$ cat config.mk
export PLATFORM = sky130hd
export DESIGN_NAME = planar_packbits_row_decoder_flat
export DESIGN_NICKNAME = d
export VERILOG_FILES = /design/src/hdl/pbrd_pkg.sv /design/src/hdl/pbrd_if.sv /design/src/hdl/planar_packbits_row_decoder.sv /design/src/hdl/pbrd_front.sv /design/src/hdl/pbrd_queue.sv /design/src/hdl/pbrd_back.sv /design/src/flat_wrapper.sv
export SDC_FILE = /design/constraint.sdc
export NUM_CORES = 1
export LEC_CHECK = 0
export BUFFER_PORTS_ARGS = -buffer_cell sky130_fd_sc_hd__buf_2
export CAP_MARGIN = 20
export CORE_MARGIN = 5
export CORE_UTILIZATION = 40
export CTS_CLUSTER_SIZE = 16
export DETAILED_ROUTE_END_ITERATION = 12
export PLACE_DENSITY = 0.57
export SLEW_MARGIN = 5
export SYNTH_ARGS = -nofsm -noshare
export SYNTH_HDL_FRONTEND = slang
export SYNTH_SLANG_ARGS = --single-unit
$ cat constraint.sdc
create_clock -name clk_i -period 21.6 [get_ports clk_i]
set_input_delay 0 -clock clk_i [delete_from_list [all_inputs] [get_ports clk_i]]
set_output_delay 0 -clock clk_i [all_outputs]
set_load 0.03 [all_outputs]
$ cat src/hdl/pbrd_pkg.sv
// Package: shared types and constants for the planar PackBits row decoder.
`timescale 1ns / 1ps
package pbrd_pkg;

  localparam int MAX_ROW_BYTES = 256;
  localparam int MAX_PLANES    = 8;
  localparam int BUDGET_W      = $clog2(MAX_ROW_BYTES + 1);
  localparam int QUEUE_DEPTH   = 2;
  localparam int QPTR_W        = (QUEUE_DEPTH > 1) ? $clog2(QUEUE_DEPTH) : 1;
  localparam int QCNT_W        = $clog2(QUEUE_DEPTH + 1);
  localparam int CFG_DATA_W    = 10;
  localparam int CFG_IDX_W     = 3;

  localparam logic [7:0] HDR_NOP = 8'h80;

  typedef enum logic [CFG_IDX_W-1:0] {
    CFG_BYTES_PER_ROW   = 3'd0,
    CFG_PLANE_COUNT     = 3'd1,
    CFG_ROW_COUNT       = 3'd2,
    CFG_COMPRESSED_MODE = 3'd3,
    CFG_DEST_X          = 3'd4,
    CFG_DEST_Y          = 3'd5
  } cfg_idx_e;

  typedef enum logic [1:0] {
    PH_HEADER = 2'd0,
    PH_RUN    = 2'd1,
    PH_LIT    = 2'd2,
    PH_DONE   = 2'd3
  } phase_e;

  typedef struct packed {
    logic [7:0] bytes_per_row;
    logic [3:0] plane_count;
    logic [9:0] row_count;
    logic       compressed_mode;
    logic [9:0] dest_x;
    logic [9:0] dest_y;
  } cfg_t;

  // Record handed from the decoder front to the address back end.
  typedef struct packed {
    logic [7:0] value;
    logic [2:0] plane;
    logic [9:0] row;
    logic [7:0] column;
    logic [7:0] count;
    logic       done;
    logic       error;
  } rec_t;

endpackage

$ cat src/hdl/pbrd_if.sv
// Interfaces: encoded byte channel and run record channel.
`timescale 1ns / 1ps
interface pbrd_in_if;
  logic       valid;
  logic       ready;
  logic [7:0] data_byte;
  logic       first_byte;

  modport source (output valid, output data_byte, output first_byte, input ready);
  modport sink   (input valid, input data_byte, input first_byte, output ready);
endinterface

interface pbrd_out_if;
  logic        valid;
  logic        ready;
  logic [7:0]  plane_byte;
  logic [2:0]  plane_index;
  logic [10:0] out_row;
  logic [11:0] out_column;
  logic [7:0]  repeat_count;
  logic        image_done;
  logic        format_error;

  modport source (output valid, output plane_byte, output plane_index, output out_row,
                  output out_column, output repeat_count, output image_done,
                  output format_error, input ready);
  modport sink   (input valid, input plane_byte, input plane_index, input out_row,
                  input out_column, input repeat_count, input image_done,
                  input format_error, output ready);
endinterface

$ cat src/hdl/planar_packbits_row_decoder.sv
// Top level: planar PackBits row decoder with configuration registers.
// Takes one encoded byte per clock cycle with no bubbles while the record queue
// is not full, for headers, run values and literals alike; each byte needs only
// counter updates in the decoder front. A run record passes through the record
// queue and then the output register before it reaches the output. The two-entry
// queue and the output register absorb output stalls, so input ready drops only
// once both queue entries hold records the output has not yet taken.
`timescale 1ns / 1ps
module planar_packbits_row_decoder
  import pbrd_pkg::*;
(
  input  logic                  clk_i,
  input  logic                  rst_ni,
  input  logic                  cfg_we_i,
  input  logic [CFG_IDX_W-1:0]  cfg_index_i,
  input  logic [CFG_DATA_W-1:0] cfg_data_i,
  pbrd_in_if.sink               in_if,
  pbrd_out_if.source            out_if
);

  cfg_t cfg_q;
  logic push;
  rec_t push_rec;
  logic q_full;
  logic q_valid;
  logic pop;
  rec_t pop_rec;

  always_ff @(posedge clk_i or negedge rst_ni) begin
    if (!rst_ni) begin
      cfg_q.bytes_per_row   <= 8'd1;
      cfg_q.plane_count     <= 4'd4;
      cfg_q.row_count       <= 10'd1;
      cfg_q.compressed_mode <= 1'b1;
      cfg_q.dest_x          <= 10'd0;
      cfg_q.dest_y          <= 10'd0;
    end else if (cfg_we_i) begin
      case (cfg_index_i)
        CFG_BYTES_PER_ROW:   cfg_q.bytes_per_row   <= cfg_data_i[7:0];
        CFG_PLANE_COUNT:     cfg_q.plane_count     <= cfg_data_i[3:0];
        CFG_ROW_COUNT:       cfg_q.row_count       <= cfg_data_i[9:0];
        CFG_COMPRESSED_MODE: cfg_q.compressed_mode <= cfg_data_i[0];
        CFG_DEST_X:          cfg_q.dest_x          <= cfg_data_i[9:0];
        CFG_DEST_Y:          cfg_q.dest_y          <= cfg_data_i[9:0];
        default: begin
        end
      endcase
    end
  end

  pbrd_front u_front (
    .clk_i        (clk_i),
    .rst_ni       (rst_ni),
    .cfg_i        (cfg_q),
    .in_valid_i   (in_if.valid),
    .in_ready_o   (in_if.ready),
    .data_byte_i  (in_if.data_byte),
    .first_byte_i (in_if.first_byte),
    .q_full_i     (q_full),
    .push_o       (push),
    .rec_o        (push_rec)
  );

  pbrd_queue u_queue (
    .clk_i       (clk_i),
    .rst_ni      (rst_ni),
    .push_i      (push),
    .push_data_i (push_rec),
    .full_o      (q_full),
    .valid_o     (q_valid),
    .pop_i       (pop),
    .pop_data_o  (pop_rec)
  );

  pbrd_back u_back (
    .clk_i     (clk_i),
    .rst_ni    (rst_ni),
    .cfg_i     (cfg_q),
    .q_valid_i (q_valid),
    .q_data_i  (pop_rec),
    .pop_o     (pop),
    .out_if    (out_if)
  );

endmodule

$ cat src/hdl/pbrd_front.sv
// Decoder front: parses headers, tracks budget and position, emits run records.
`timescale 1ns / 1ps
module pbrd_front
  import pbrd_pkg::*;
(
  input  logic       clk_i,
  input  logic       rst_ni,
  input  cfg_t       cfg_i,
  input  logic       in_valid_i,
  output logic       in_ready_o,
  input  logic [7:0] data_byte_i,
  input  logic       first_byte_i,
  input  logic       q_full_i,
  output logic       push_o,
  output rec_t       rec_o
);

  phase_e                phase_q, phase_d;
  logic [BUDGET_W-1:0]   budget_q, budget_d;
  logic [7:0]            pend_q, pend_d;
  logic [2:0]            plane_q, plane_d;
  logic [9:0]            row_q, row_d;
  logic [7:0]            col_q, col_d;
  logic                  drop_q, drop_d;
  logic                  err_q, err_d;

  logic [7:0]            base_bpr;
  logic [8:0]            even_bpr;
  logic [BUDGET_W-1:0]   full_budget;
  logic [3:0]            planes_eff;
  logic [9:0]            rows_eff;
  logic                  odd;
  logic                  accept;

  always_comb begin
    base_bpr = (cfg_i.bytes_per_row == 8'd0) ? 8'd1 : cfg_i.bytes_per_row;
    odd      = base_bpr[0];
    even_bpr = ({1'b0, base_bpr} + 9'd1) & 9'h1FE;
    if (BUDGET_W'(even_bpr) > BUDGET_W'(MAX_ROW_BYTES)) begin
      full_budget = BUDGET_W'(MAX_ROW_BYTES);
    end else begin
      full_budget = BUDGET_W'(even_bpr);
    end
    if (cfg_i.plane_count == 4'd0) begin
      planes_eff = 4'd1;
    end else if (cfg_i.plane_count > 4'(MAX_PLANES)) begin
      planes_eff = 4'(MAX_PLANES);
    end else begin
      planes_eff = cfg_i.plane_count;
    end
    rows_eff = (cfg_i.row_count == 10'd0) ? 10'd1 : cfg_i.row_count;
  end

  assign in_ready_o = !q_full_i;
  assign accept     = in_valid_i && in_ready_o;

  always_comb begin
    logic                lrp;
    logic                adv;
    logic                do_lit;
    logic                emit;
    logic [8:0]          n0;
    logic [BUDGET_W-1:0] n;
    logic [3:0]          pl_inc;
    logic [10:0]         rw_inc;

    phase_d  = phase_q;
    budget_d = budget_q;
    pend_d   = pend_q;
    plane_d  = plane_q;
    row_d    = row_q;
    col_d    = col_q;
    drop_d   = drop_q;
    err_d    = err_q;
    adv      = 1'b0;
    do_lit   = 1'b0;
    emit     = 1'b0;
    n0       = '0;
    n        = '0;
    pl_inc   = '0;
    rw_inc   = '0;
    rec_o    = '0;

    if (first_byte_i) begin
      phase_d  = PH_HEADER;
      budget_d = '0;
      pend_d   = '0;
      plane_d  = '0;
      row_d    = '0;
      col_d    = '0;
      drop_d   = 1'b0;
      err_d    = 1'b0;
    end

    lrp = ({1'b0, plane_d} + 4'd1 >= planes_eff) &&
          ({1'b0, row_d} + 11'd1 >= {1'b0, rows_eff});

    rec_o.value  = data_byte_i;
    rec_o.plane  = plane_d;
    rec_o.row    = row_d;
    rec_o.column = col_d;

    case (phase_d)
      PH_DONE: begin
      end
      PH_RUN: begin
        phase_d = PH_HEADER;
        if (pend_d != 8'd0) begin
          emit        = 1'b1;
          rec_o.count = pend_d;
          rec_o.done  = (budget_d == '0) && lrp;
          col_d       = col_d + pend_d;
        end
        adv = (budget_d == '0);
      end
      PH_LIT: begin
        do_lit = 1'b1;
      end
      PH_HEADER: begin
        if (budget_d == '0) begin
          budget_d = full_budget;
        end
        if (!cfg_i.compressed_mode) begin
          // raw row: whole budget is one literal, no header byte
          pend_d   = 8'(budget_d - BUDGET_W'(1));
          budget_d = '0;
          drop_d   = odd;
          phase_d  = PH_LIT;
          do_lit   = 1'b1;
        end else if (data_byte_i == HDR_NOP) begin
          budget_d = budget_d - BUDGET_W'(1);
          adv      = (budget_d == '0);
        end else begin
          if (data_byte_i > HDR_NOP) begin
            n0 = 9'd257 - {1'b0, data_byte_i};
          end else begin
            n0 = {1'b0, data_byte_i} + 9'd1;
          end
          n = BUDGET_W'(n0);
          if (n > budget_d) begin
            err_d = 1'b1;
            n     = budget_d;
          end
          budget_d = budget_d - n;
          if (data_byte_i > HDR_NOP) begin
            // odd width: pad byte at the end of the row is not drawn
            if (budget_d == '0 && odd) begin
              n = n - BUDGET_W'(1);
            end
            pend_d  = 8'(n);
            phase_d = PH_RUN;
          end else begin
            drop_d  = (budget_d == '0) && odd;
            pend_d  = 8'(n - BUDGET_W'(1));
            phase_d = PH_LIT;
          end
        end
      end
      default: begin
      end
    endcase

    if (do_lit) begin
      rec_o.count = 8'd1;
      if (pend_d == 8'd0) begin
        phase_d = PH_HEADER;
        if (!drop_d) begin
          emit       = 1'b1;
          rec_o.done = (budget_d == '0) && lrp;
          col_d      = col_d + 8'd1;
        end
        adv = (budget_d == '0);
      end else begin
        emit       = 1'b1;
        rec_o.done = (budget_d == '0) && lrp && (pend_d == 8'd1) && drop_d;
        col_d      = col_d + 8'd1;
        pend_d     = pend_d - 8'd1;
      end
    end

    rec_o.error = err_d;

    if (adv) begin
      col_d  = '0;
      pl_inc = {1'b0, plane_d} + 4'd1;
      if (pl_inc >= planes_eff) begin
        plane_d = '0;
        rw_inc  = {1'b0, row_d} + 11'd1;
        row_d   = rw_inc[9:0];
        if (rw_inc >= {1'b0, rows_eff}) begin
          phase_d = PH_DONE;
        end
      end else begin
        plane_d = pl_inc[2:0];
      end
    end

    push_o = accept && emit;
  end

  always_ff @(posedge clk_i or negedge rst_ni) begin
    if (!rst_ni) begin
      phase_q  <= PH_HEADER;
      budget_q <= '0;
      pend_q   <= '0;
      plane_q  <= '0;
      row_q    <= '0;
      col_q    <= '0;
      drop_q   <= 1'b0;
      err_q    <= 1'b0;
    end else if (accept) begin
      phase_q  <= phase_d;
      budget_q <= budget_d;
      pend_q   <= pend_d;
      plane_q  <= plane_d;
      row_q    <= row_d;
      col_q    <= col_d;
      drop_q   <= drop_d;
      err_q    <= err_d;
    end
  end

endmodule

$ cat src/hdl/pbrd_queue.sv
// Short record queue between decoder front and address back end.
`timescale 1ns / 1ps
module pbrd_queue
  import pbrd_pkg::*;
(
  input  logic clk_i,
  input  logic rst_ni,
  input  logic push_i,
  input  rec_t push_data_i,
  output logic full_o,
  output logic valid_o,
  input  logic pop_i,
  output rec_t pop_data_o
);

  rec_t              mem_q [QUEUE_DEPTH];
  logic [QPTR_W-1:0] wr_ptr_q, rd_ptr_q;
  logic [QCNT_W-1:0] count_q;

  assign full_o     = (count_q == QCNT_W'(QUEUE_DEPTH));
  assign valid_o    = (count_q != '0);
  assign pop_data_o = mem_q[rd_ptr_q];

  always_ff @(posedge clk_i) begin
    if (push_i) begin
      mem_q[wr_ptr_q] <= push_data_i;
    end
  end

  always_ff @(posedge clk_i or negedge rst_ni) begin
    if (!rst_ni) begin
      wr_ptr_q <= '0;
      rd_ptr_q <= '0;
      count_q  <= '0;
    end else begin
      if (push_i) begin
        wr_ptr_q <= (wr_ptr_q == QPTR_W'(QUEUE_DEPTH - 1)) ? '0 : wr_ptr_q + QPTR_W'(1);
      end
      if (pop_i) begin
        rd_ptr_q <= (rd_ptr_q == QPTR_W'(QUEUE_DEPTH - 1)) ? '0 : rd_ptr_q + QPTR_W'(1);
      end
      if (push_i && !pop_i) begin
        count_q <= count_q + QCNT_W'(1);
      end else if (pop_i && !push_i) begin
        count_q <= count_q - QCNT_W'(1);
      end
    end
  end

endmodule

$ cat src/hdl/pbrd_back.sv
// Back end: forms destination row and column and holds the output record.
`timescale 1ns / 1ps
module pbrd_back
  import pbrd_pkg::*;
(
  input  logic  clk_i,
  input  logic  rst_ni,
  input  cfg_t  cfg_i,
  input  logic  q_valid_i,
  input  rec_t  q_data_i,
  output logic  pop_o,
  pbrd_out_if.source out_if
);

  logic        out_valid_q;
  logic [7:0]  value_q;
  logic [2:0]  plane_q;
  logic [10:0] row_q;
  logic [11:0] column_q;
  logic [7:0]  count_q;
  logic        done_q;
  logic        error_q;

  assign pop_o = q_valid_i && (!out_valid_q || out_if.ready);

  always_ff @(posedge clk_i or negedge rst_ni) begin
    if (!rst_ni) begin
      out_valid_q <= 1'b0;
    end else if (pop_o) begin
      out_valid_q <= 1'b1;
    end else if (out_if.ready) begin
      out_valid_q <= 1'b0;
    end
  end

  always_ff @(posedge clk_i) begin
    if (pop_o) begin
      value_q  <= q_data_i.value;
      plane_q  <= q_data_i.plane;
      row_q    <= {1'b0, cfg_i.dest_y} + {1'b0, q_data_i.row};
      column_q <= {2'b00, cfg_i.dest_x} + {1'b0, q_data_i.column, 3'b000};
      count_q  <= q_data_i.count;
      done_q   <= q_data_i.done;
      error_q  <= q_data_i.error;
    end
  end

  assign out_if.valid        = out_valid_q;
  assign out_if.plane_byte   = value_q;
  assign out_if.plane_index  = plane_q;
  assign out_if.out_row      = row_q;
  assign out_if.out_column   = column_q;
  assign out_if.repeat_count = count_q;
  assign out_if.image_done   = done_q;
  assign out_if.format_error = error_q;

endmodule

$ cat src/flat_wrapper.sv
// flat-port wrapper written by rule: the top's interface ports become plain ports
module planar_packbits_row_decoder_flat import pbrd_pkg::*;
  (clk_i, rst_ni, cfg_we_i, cfg_index_i, cfg_data_i, in_if_valid, in_if_data_byte, in_if_first_byte, in_if_ready, out_if_valid, out_if_plane_byte, out_if_plane_index, out_if_out_row, out_if_out_column, out_if_repeat_count, out_if_image_done, out_if_format_error, out_if_ready);
  pbrd_in_if in_if_i ();
  pbrd_out_if out_if_i ();
  input  logic clk_i;
  input  logic rst_ni;
  input  logic cfg_we_i;
  input  logic [CFG_IDX_W-1:0] cfg_index_i;
  input  logic [CFG_DATA_W-1:0] cfg_data_i;
  input wire logic [$bits(in_if_i.valid)-1:0] in_if_valid;
  input wire logic [$bits(in_if_i.data_byte)-1:0] in_if_data_byte;
  input wire logic [$bits(in_if_i.first_byte)-1:0] in_if_first_byte;
  output wire logic [$bits(in_if_i.ready)-1:0] in_if_ready;
  output wire logic [$bits(out_if_i.valid)-1:0] out_if_valid;
  output wire logic [$bits(out_if_i.plane_byte)-1:0] out_if_plane_byte;
  output wire logic [$bits(out_if_i.plane_index)-1:0] out_if_plane_index;
  output wire logic [$bits(out_if_i.out_row)-1:0] out_if_out_row;
  output wire logic [$bits(out_if_i.out_column)-1:0] out_if_out_column;
  output wire logic [$bits(out_if_i.repeat_count)-1:0] out_if_repeat_count;
  output wire logic [$bits(out_if_i.image_done)-1:0] out_if_image_done;
  output wire logic [$bits(out_if_i.format_error)-1:0] out_if_format_error;
  input wire logic [$bits(out_if_i.ready)-1:0] out_if_ready;
  assign in_if_i.valid = in_if_valid;
  assign in_if_i.data_byte = in_if_data_byte;
  assign in_if_i.first_byte = in_if_first_byte;
  assign in_if_ready = in_if_i.ready;
  assign out_if_valid = out_if_i.valid;
  assign out_if_plane_byte = out_if_i.plane_byte;
  assign out_if_plane_index = out_if_i.plane_index;
  assign out_if_out_row = out_if_i.out_row;
  assign out_if_out_column = out_if_i.out_column;
  assign out_if_repeat_count = out_if_i.repeat_count;
  assign out_if_image_done = out_if_i.image_done;
  assign out_if_format_error = out_if_i.format_error;
  assign out_if_i.ready = out_if_ready;
  planar_packbits_row_decoder u_core (.clk_i(clk_i), .rst_ni(rst_ni), .cfg_we_i(cfg_we_i), .cfg_index_i(cfg_index_i), .cfg_data_i(cfg_data_i), .in_if(in_if_i), .out_if(out_if_i));
endmodule
==> impl_metrics.csv, run 1 <==
group,metric,value,unit
detailed_routing,route.met3.wl,1.180,mm
placed_design,dpl.cell_count,1597,
sta,fin_crit_sh,0.4075,
cells_and_area,fillers,2865,
detailed_routing,drc,0,
flow_run,cap_viol_max_count,0,
detailed_routing,postRouteAntennaNets,0,
sta,rsz0062_at_grt,"no",
clock_network,postCtsResizedCells,0,
synthesis,synth_edf_count,122,
sta,worstMarginPinSlew,1.027,ns
die,io_pins,73,
setup_path,path_class,"flip-flop to flip-flop",
die,start_util,0.4070,
die,core-area,30670,µm²
detailed_routing,wl_met1,14.01,mm
detailed_routing,vias_per_cell,5.403,
detailed_routing,dr_wl_met2,14.21,mm
cells_and_area,final_cell_area,14310,µm²
placed_design,placed_cell_area,13260,µm²
global_routing,grt_max_degree,77,
run_status,status,"finished, final reports clean",
detailed_routing,post_drt_wl_per_cell,18.17,µm
setup_path,cp_max_fo,29,
synthesis,async_reset_ff_frac,0.4245,
clock_network,clock_sinks,212,
global_routing,track_usage,0.1692,
cells_and_area,final_cell_mix,"edfxtp_1, nand2_1, dfrtp_1",
clock_network,htreeDepth,1,
cells_and_area,n_antenna_cell,0,
die,die_w,186.7,µm
power,p_leak,5.769,nW
clock_network,numCtsBuffers,22,
die,std_cell_rows,64,
setup_path,slowest_stage,"nor3_1",
cells_and_area,stdcell_count,1663,
sta,skew,0.01066,ns
sta,max_freq,113.6,MHz
clock_network,cts_tree,"done",
sta,layout_min_cycle_time,8.801,ns
synthesis,syn_area,12480,µm²
clock_network,cts_root_buf,"clkbuf_16",
synthesis,yosys.area.top_type,"edfxtp_1",
power,powerDensity,141.3,nW/µm²
detailed_routing,totalWireLength,30.22,mm
cells_and_area,syn_to_final_growth,14.67,%
clock_network,clkLatencyLatePin,0.50,ns
placed_design,port_buffers,72,
global_routing,grt_pass1_wl,48.98,mm
cells_and_area,final_common_cell,"edfxtp_1",
global_routing,grt-ovfl-total,0,
setup_path,end_kind,"flip-flop",
synthesis,synthTopCellsByArea,"edfxtp_1, dfrtp_1, ha_1",
global_routing,grt_pass1_vias,8982,
synthesis,yosysTopAreaCellShare,0.2935,
power,irDropWorstVdd,0.00008378,V
setup_path,arrival,8.94,ns
die,die_h,186.7,µm
placed_design,detailed_place_hpwl,22.23,mm
setup_path,crit_path_start_kind,"flip-flop",
detailed_routing,drt-pass1-iter-count,5,
clock_network,clkTransAtPathRegs,0.07,ns
cells_and_area,drive_above_1_share,0.1934,
clock_network,clock_path_buffers,3,
detailed_routing,num_vias,8985,
detailed_routing,top_layer_used,"met4",
synthesis,ys.flop_type,"edfxtp_1",
synthesis,syn-num-nets,1256,
synthesis,syn_avg_cell_area,10.80,µm²
synthesis,ys_seq_area_frac,0.4743,
sta,finalSetupTns,0,ns
synthesis,synthCells,1156,
die,dieArea,34840,µm²
global_routing,antenna_found_initial,0,
synthesis,ys_seq_elements,212,
setup_path,crit_top_cell,"ha_1",
sta,final-setup-viol-count,0,
clock_network,postCtsSetupBuffers,0,
sta,finalHoldViolations,0,
synthesis,synth.distinct_cells,97,
synthesis,synth_warnings,0,
cells_and_area,nets,1351,
sta,slew_violations,0,
detailed_routing,drt_iter0_markers,566,
setup_path,crit_required,21.74,ns
sta,hold_slack,0.03466,ns
sta,max-slew-margin-rel,0.3155,
hold_path,hold_class,"input pin to flip-flop",
setup_path,cpPeakStageDelay,0.63,ns
placed_design,gp_congestion,0.8936,
[per-stage QoR]
stage / utilization / worst slack (ns) / total power, mW
final: 0.4667 / 12.80 / 2.022
after global routing: 0.4667 / 12.18 / 2.165
after CTS: 0.4655 / 12.89 / 2.037
after detailed placement: 0.4324 / 12.81 / 1.626
after global placement: 0.4322 / 13.16 / 1.615
after floorplan: - / 13.19 / 1.372
[power by group]
part	total, mW	internal, mW	switching (mW)
Combinational	0.971	0.360	0.611
Sequential	0.652	0.586	0.0657
Clock	0.399	0.244	0.155
[critical path: cells and delay by family (launching register included)]
family | cells | cell delay, ns
AOI/OAI and AO/OA | 11 | 2.85
and+or+nand+nor | 10 | 2.88
adders and majority gates | 4 | 1.36
buffers and inverters | 3 | 0.74
DFF | 1 | 0.57
[logic make-up after synthesis]
| kind of cell | synth area share |
|---|---|
| buffers and inverters | 0.03448 |
| AO/OA/AOI/OAI | 0.1459 |
| other | 0.0003004 |
| multiplexers | 0.08119 |
| AND/OR/NAND/NOR | 0.1427 |
| flip-flops | 0.4743 |
| adder cells (fa/ha/maj) | 0.07558 |
| XOR/XNOR | 0.04551 |
[final timing paths]
| kind | start | endpoint | slack [ns] | depth (start not counted) |
|---|---|---|---|---|
| max | u_core.cfg_q[35]$_DFFE_PN1P_ | u_core.u_queue.mem_q[0][28]$_DFFE_PP_ | 12.80 | 28 |
| min | cfg_we_i | u_core.cfg_q[20]$_DFFE_PN1P_ | 0.03 | 4 |
| max reg2reg | u_core.cfg_q[35]$_DFFE_PN1P_ | u_core.u_queue.mem_q[0][28]$_DFFE_PP_ | 12.80 | 28 |
| min reg2reg | u_core.cfg_q[11]$_DFFE_PN0P_ | u_core.u_back.out_if.out_column[1]$_DFFE_PP_ | 0.45 | 0 |
| max in group asynchronous | rst_ni | u_core.cfg_q[14]$_DFFE_PN0P_ | 20.54 | 3 |
| min in group asynchronous | rst_ni | u_core.cfg_q[23]$_DFFE_PN0P_ | 0.09 | 3 |
[cell type report]
| class | count | area (µm²) | area share |
|---|---|---|---|
| Clock buffer | 28 | 635.6 | 0.04441 |
| Clock inverter | 12 | 140.1 | 0.009791 |
| Inverter | 73 | 274.0 | 0.01915 |
| Multi-Input combinational cell | 835 | 6142 | 0.4291 |
| Sequential cell | 212 | 5922 | 0.4138 |
| Tap cell | 396 | 495.5 | 0.03462 |
| Timing Repair Buffer | 107 | 703.2 | 0.04913 |
[flip-flops by register name, indices dropped and copies added, names as in the netlist, 9 cells and up]
name,cells
u_core.u_back.out_if.out_column,12
u_core.u_front.row_q,10
u_core.u_front.budget_q,9
u_core.u_back.out_if.out_row,11
u_core.cfg_q,43
u_core.u_queue.mem_q,78
[cells in the mapped netlist (19+ instances only)]
master,count
mux2_2,74
o21ai_0,69
nor2_1,76
nand3_1,30
ha_1,69
inv_1,71
a21oi_1,53
dfrtp_1,86
edfxtp_1,122
clkbuf_1,24
xnor2_1,44
nor2b_1,38
xor2_1,19
nand2_1,101
nor3_1,19
[layer usage]
layer  vias to the layer above  track usage
met4                         0      0.04933
li1                       4420            -
met2                       200       0.2836
met5                         -            0
met3                        42      0.01868
met1                      4323       0.2329
[what timing repair did]
action,4_1_cts,5_1_grt
setup endpoints to repair,0,0
hold endpoints to repair,74,0
hold buffers,24,0
Note: power is estimated with default switching activity, not from simulation.
==> run 2: changes to the inputs <==
Settings changed: PLACE_DENSITY 0.57 to 0.59.
Clock period 21.6 ns to 8.03 ns, I/O delays scaled along.
==> run 2 against run 1 <==
Against the previous run: final cell count grew 1.1%; sequential cell count is the same; final area grew 1.2%; sequential power grew to 2.7 times the previous value; hold slack lost 0.0097 ns; worst setup slack lost 12 ns; wire length grew 0.29%; clock-buffer cell count grew 3; first-iteration DRC count shrank 0.88%; power grew to 2.7 times the previous value; combinational power grew to 2.8 times the previous value; die area is the same; critical path type unchanged; largest cell class unchanged; largest power group unchanged.
==> impl_metrics.csv, run 2 (synthesis gave the netlist of run 1 again) <==
group,metric,value,unit
sta,layout_setup_ws,0.4800,ns
setup_path,arrival,7.94,ns
die,core-area,30670,µm²
sta,finalHoldViolations,0,
detailed_routing,post_drt_wl_per_cell,18.03,µm
detailed_routing,vias_per_cell,5.442,
hold_path,hold_class,"input pin to asynchronous set/reset pin",
power,clkPwrFrac,0.193,
sta,worstMarginPinSlew,1.007,ns
power,swShare,0.4117,
power,p_comb_frac,0.491,
placed_design,place_ws,-0.005262,ns
setup_path,path_buf_inv,2,
cells_and_area,n_antenna_cell,0,
power,irDropWorstVdd,0.0002750,V
setup_path,crit_path_start_kind,"flip-flop",
die,std_cell_rows,64,
cells_and_area,final_util,0.4722,
setup_path,crit_required,8.42,ns
detailed_routing,drc,0,
cells_and_area,final_cell_mix,"edfxtp_1, nand2_1, dfrtp_1",
die,die_h,186.7,µm
run_status,status,"finished, final reports clean",
cells_and_area,drive_above_1_share,0.2047,
setup_path,startpoint,"u_core.u_front.budget_q[7]$_DFFE_PN0P_",
setup_path,cpPeakStageDelay,0.43,ns
clock_network,postCtsSetupBuffers,0,
sta,rsz0062_at_grt,"no",
sta,final-setup-viol-count,0,
clock_network,clock_sinks,212,
die,dieArea,34840,µm²
setup_path,path_class,"flip-flop to flip-flop",
power,powerDensity,382.5,nW/µm²
global_routing,grt_max_degree,59,
cells_and_area,nets,1368,
detailed_routing,totalWireLength,30.31,mm
sta,max_freq,132.5,MHz
placed_design,dpl.cell_count,1614,
die,start_util,0.4070,
global_routing,grt_pass1_wl,49.85,mm
sta,max-slew-margin-rel,0.3286,
power,p_int,3.259,mW
cells_and_area,stdcell_count,1681,
global_routing,antenna_found_initial,0,
die,io_pins,73,
sta,layout_min_cycle_time,7.550,ns
flow_run,cap_viol_max_count,0,
global_routing,grt-ovfl-total,0,
sta,slew_violations,0,
placed_design,port_buffers,72,
sta,hold_slack,0.02495,ns
cells_and_area,largest_reg_flops,78,
placed_design,placed_cell_area,13420,µm²
cells_and_area,final_common_cell,"edfxtp_1",
sta,fin_crit_sh,0.9402,
cells_and_area,final_cell_area,14480,µm²
power,p_sw,2.281,mW
setup_path,slowest_stage,"dfrtp_1",
cells_and_area,syn_to_final_growth,16.02,%
clock_network,numCtsBuffers,23,
placed_design,gp_congestion,0.9025,
detailed_routing,num_vias,9148,
power,p_leak,5.844,nW
detailed_routing,drt-pass1-iter-count,5,
clock_network,htreeDepth,1,
die,die_w,186.7,µm
setup_path,critical_path.top_delay_family,"compound AO/OA/AOI/OAI gates",
clock_network,clock_path_buffers,3,
cells_and_area,regMostFlops,"u_core.u_queue.mem_q",
clock_network,cts_tree,"done",
global_routing,grt_pass1_vias,9136,
setup_path,reg2reg_from,"u_core.u_front.budget_q[7]$_DFFE_PN0P_",
sta,skew,0.01946,ns
global_routing,track_usage,0.1710,
detailed_routing,drt_iter0_markers,561,
power,totalPowerFinal,5.540,mW
clock_network,clkTransAtPathRegs,0.06,ns
setup_path,end_kind,"flip-flop",
clock_network,cts_root_buf,"clkbuf_16",
sta,finalSetupTns,0,ns
clock_network,clkLatencyLatePin,0.51,ns
placed_design,detailed_place_hpwl,22.34,mm
power,p_seq_frac,0.316,
setup_path,cp_max_fo,9,
detailed_routing,postRouteAntennaNets,0,
==> run 2: cell types whose count changed in the layout (fill, tap and decap cells not counted), moves of 2 or more <==
| cell | delta |
|---|---|
| clkinv_1 | +3 |
| buf_4 | +16 |
| clkbuf_1 | +2 |
| clkinv_2 | -3 |
| a21oi_2 | +2 |
| a21oi_1 | -3 |
| buf_12 | +2 |
==> run 2: routing by layer <==
metal / share of wire / track usage / routed length, µm / up-vias
met2: 0.47 / 0.2828 / 14370 / 201
met3: 0.039 / 0.02280 / 1184 / 55
li1: - / - / - / 4458
met1: 0.47 / 0.2389 / 14130 / 4434
met4: 0.021 / 0.04428 / 629 / 0
met5: 0 / 0 / 0 / -
==> run 2: final cells by class <==
type / instances / area [µm²]
timing repair buffer: 123 / 830.8
clock buffer: 31 / 668.1
multi-input combinational: 835 / 6182
fill: 2860 / 16190
clock inverter: 11 / 108.9
inverter: 73 / 274.0
tap: 396 / 495.5
sequential: 212 / 5922
==> run 2: power groups by stage <==
stage	clock [mW]	combinational, mW	sequential (mW)
after floorplan	0	1.75	1.94
after global placement	0	2.64	1.76
after detailed placement	0	2.68	1.77
after CTS	1.09	2.70	1.75
after global routing	1.15	2.99	1.79
final	1.07	2.72	1.75
==> run 2: final timing paths <==
check / endpoint / slack [ns] / cells past startpoint
worst min register to register: u_core.u_back.out_if.out_column[1]$_DFFE_PP_ / 0.44 / 0
worst min-delay path: u_core.cfg_q[4]$_DFFE_PN0P_ / 0.02 / 2
max in group asynchronous: u_core.u_queue.rd_ptr_q$_DFFE_PN0P_ / 6.88 / 3
worst max register to register: u_core.u_front.row_q[9]$_DFFE_PN0P_ / 0.48 / 30
min in group clk_i: u_core.u_front.col_q[7]$_DFFE_PN0P_ / 0.15 / 5
worst max-delay path: u_core.u_front.row_q[9]$_DFFE_PN0P_ / 0.48 / 30
==> run 2: what timing repair did <==
item,in CTS,in global routing
endpoints found under the setup margin,0,105
endpoints found under the hold margin,102,0
hold buffers,24,0
gates resized for setup,0,9
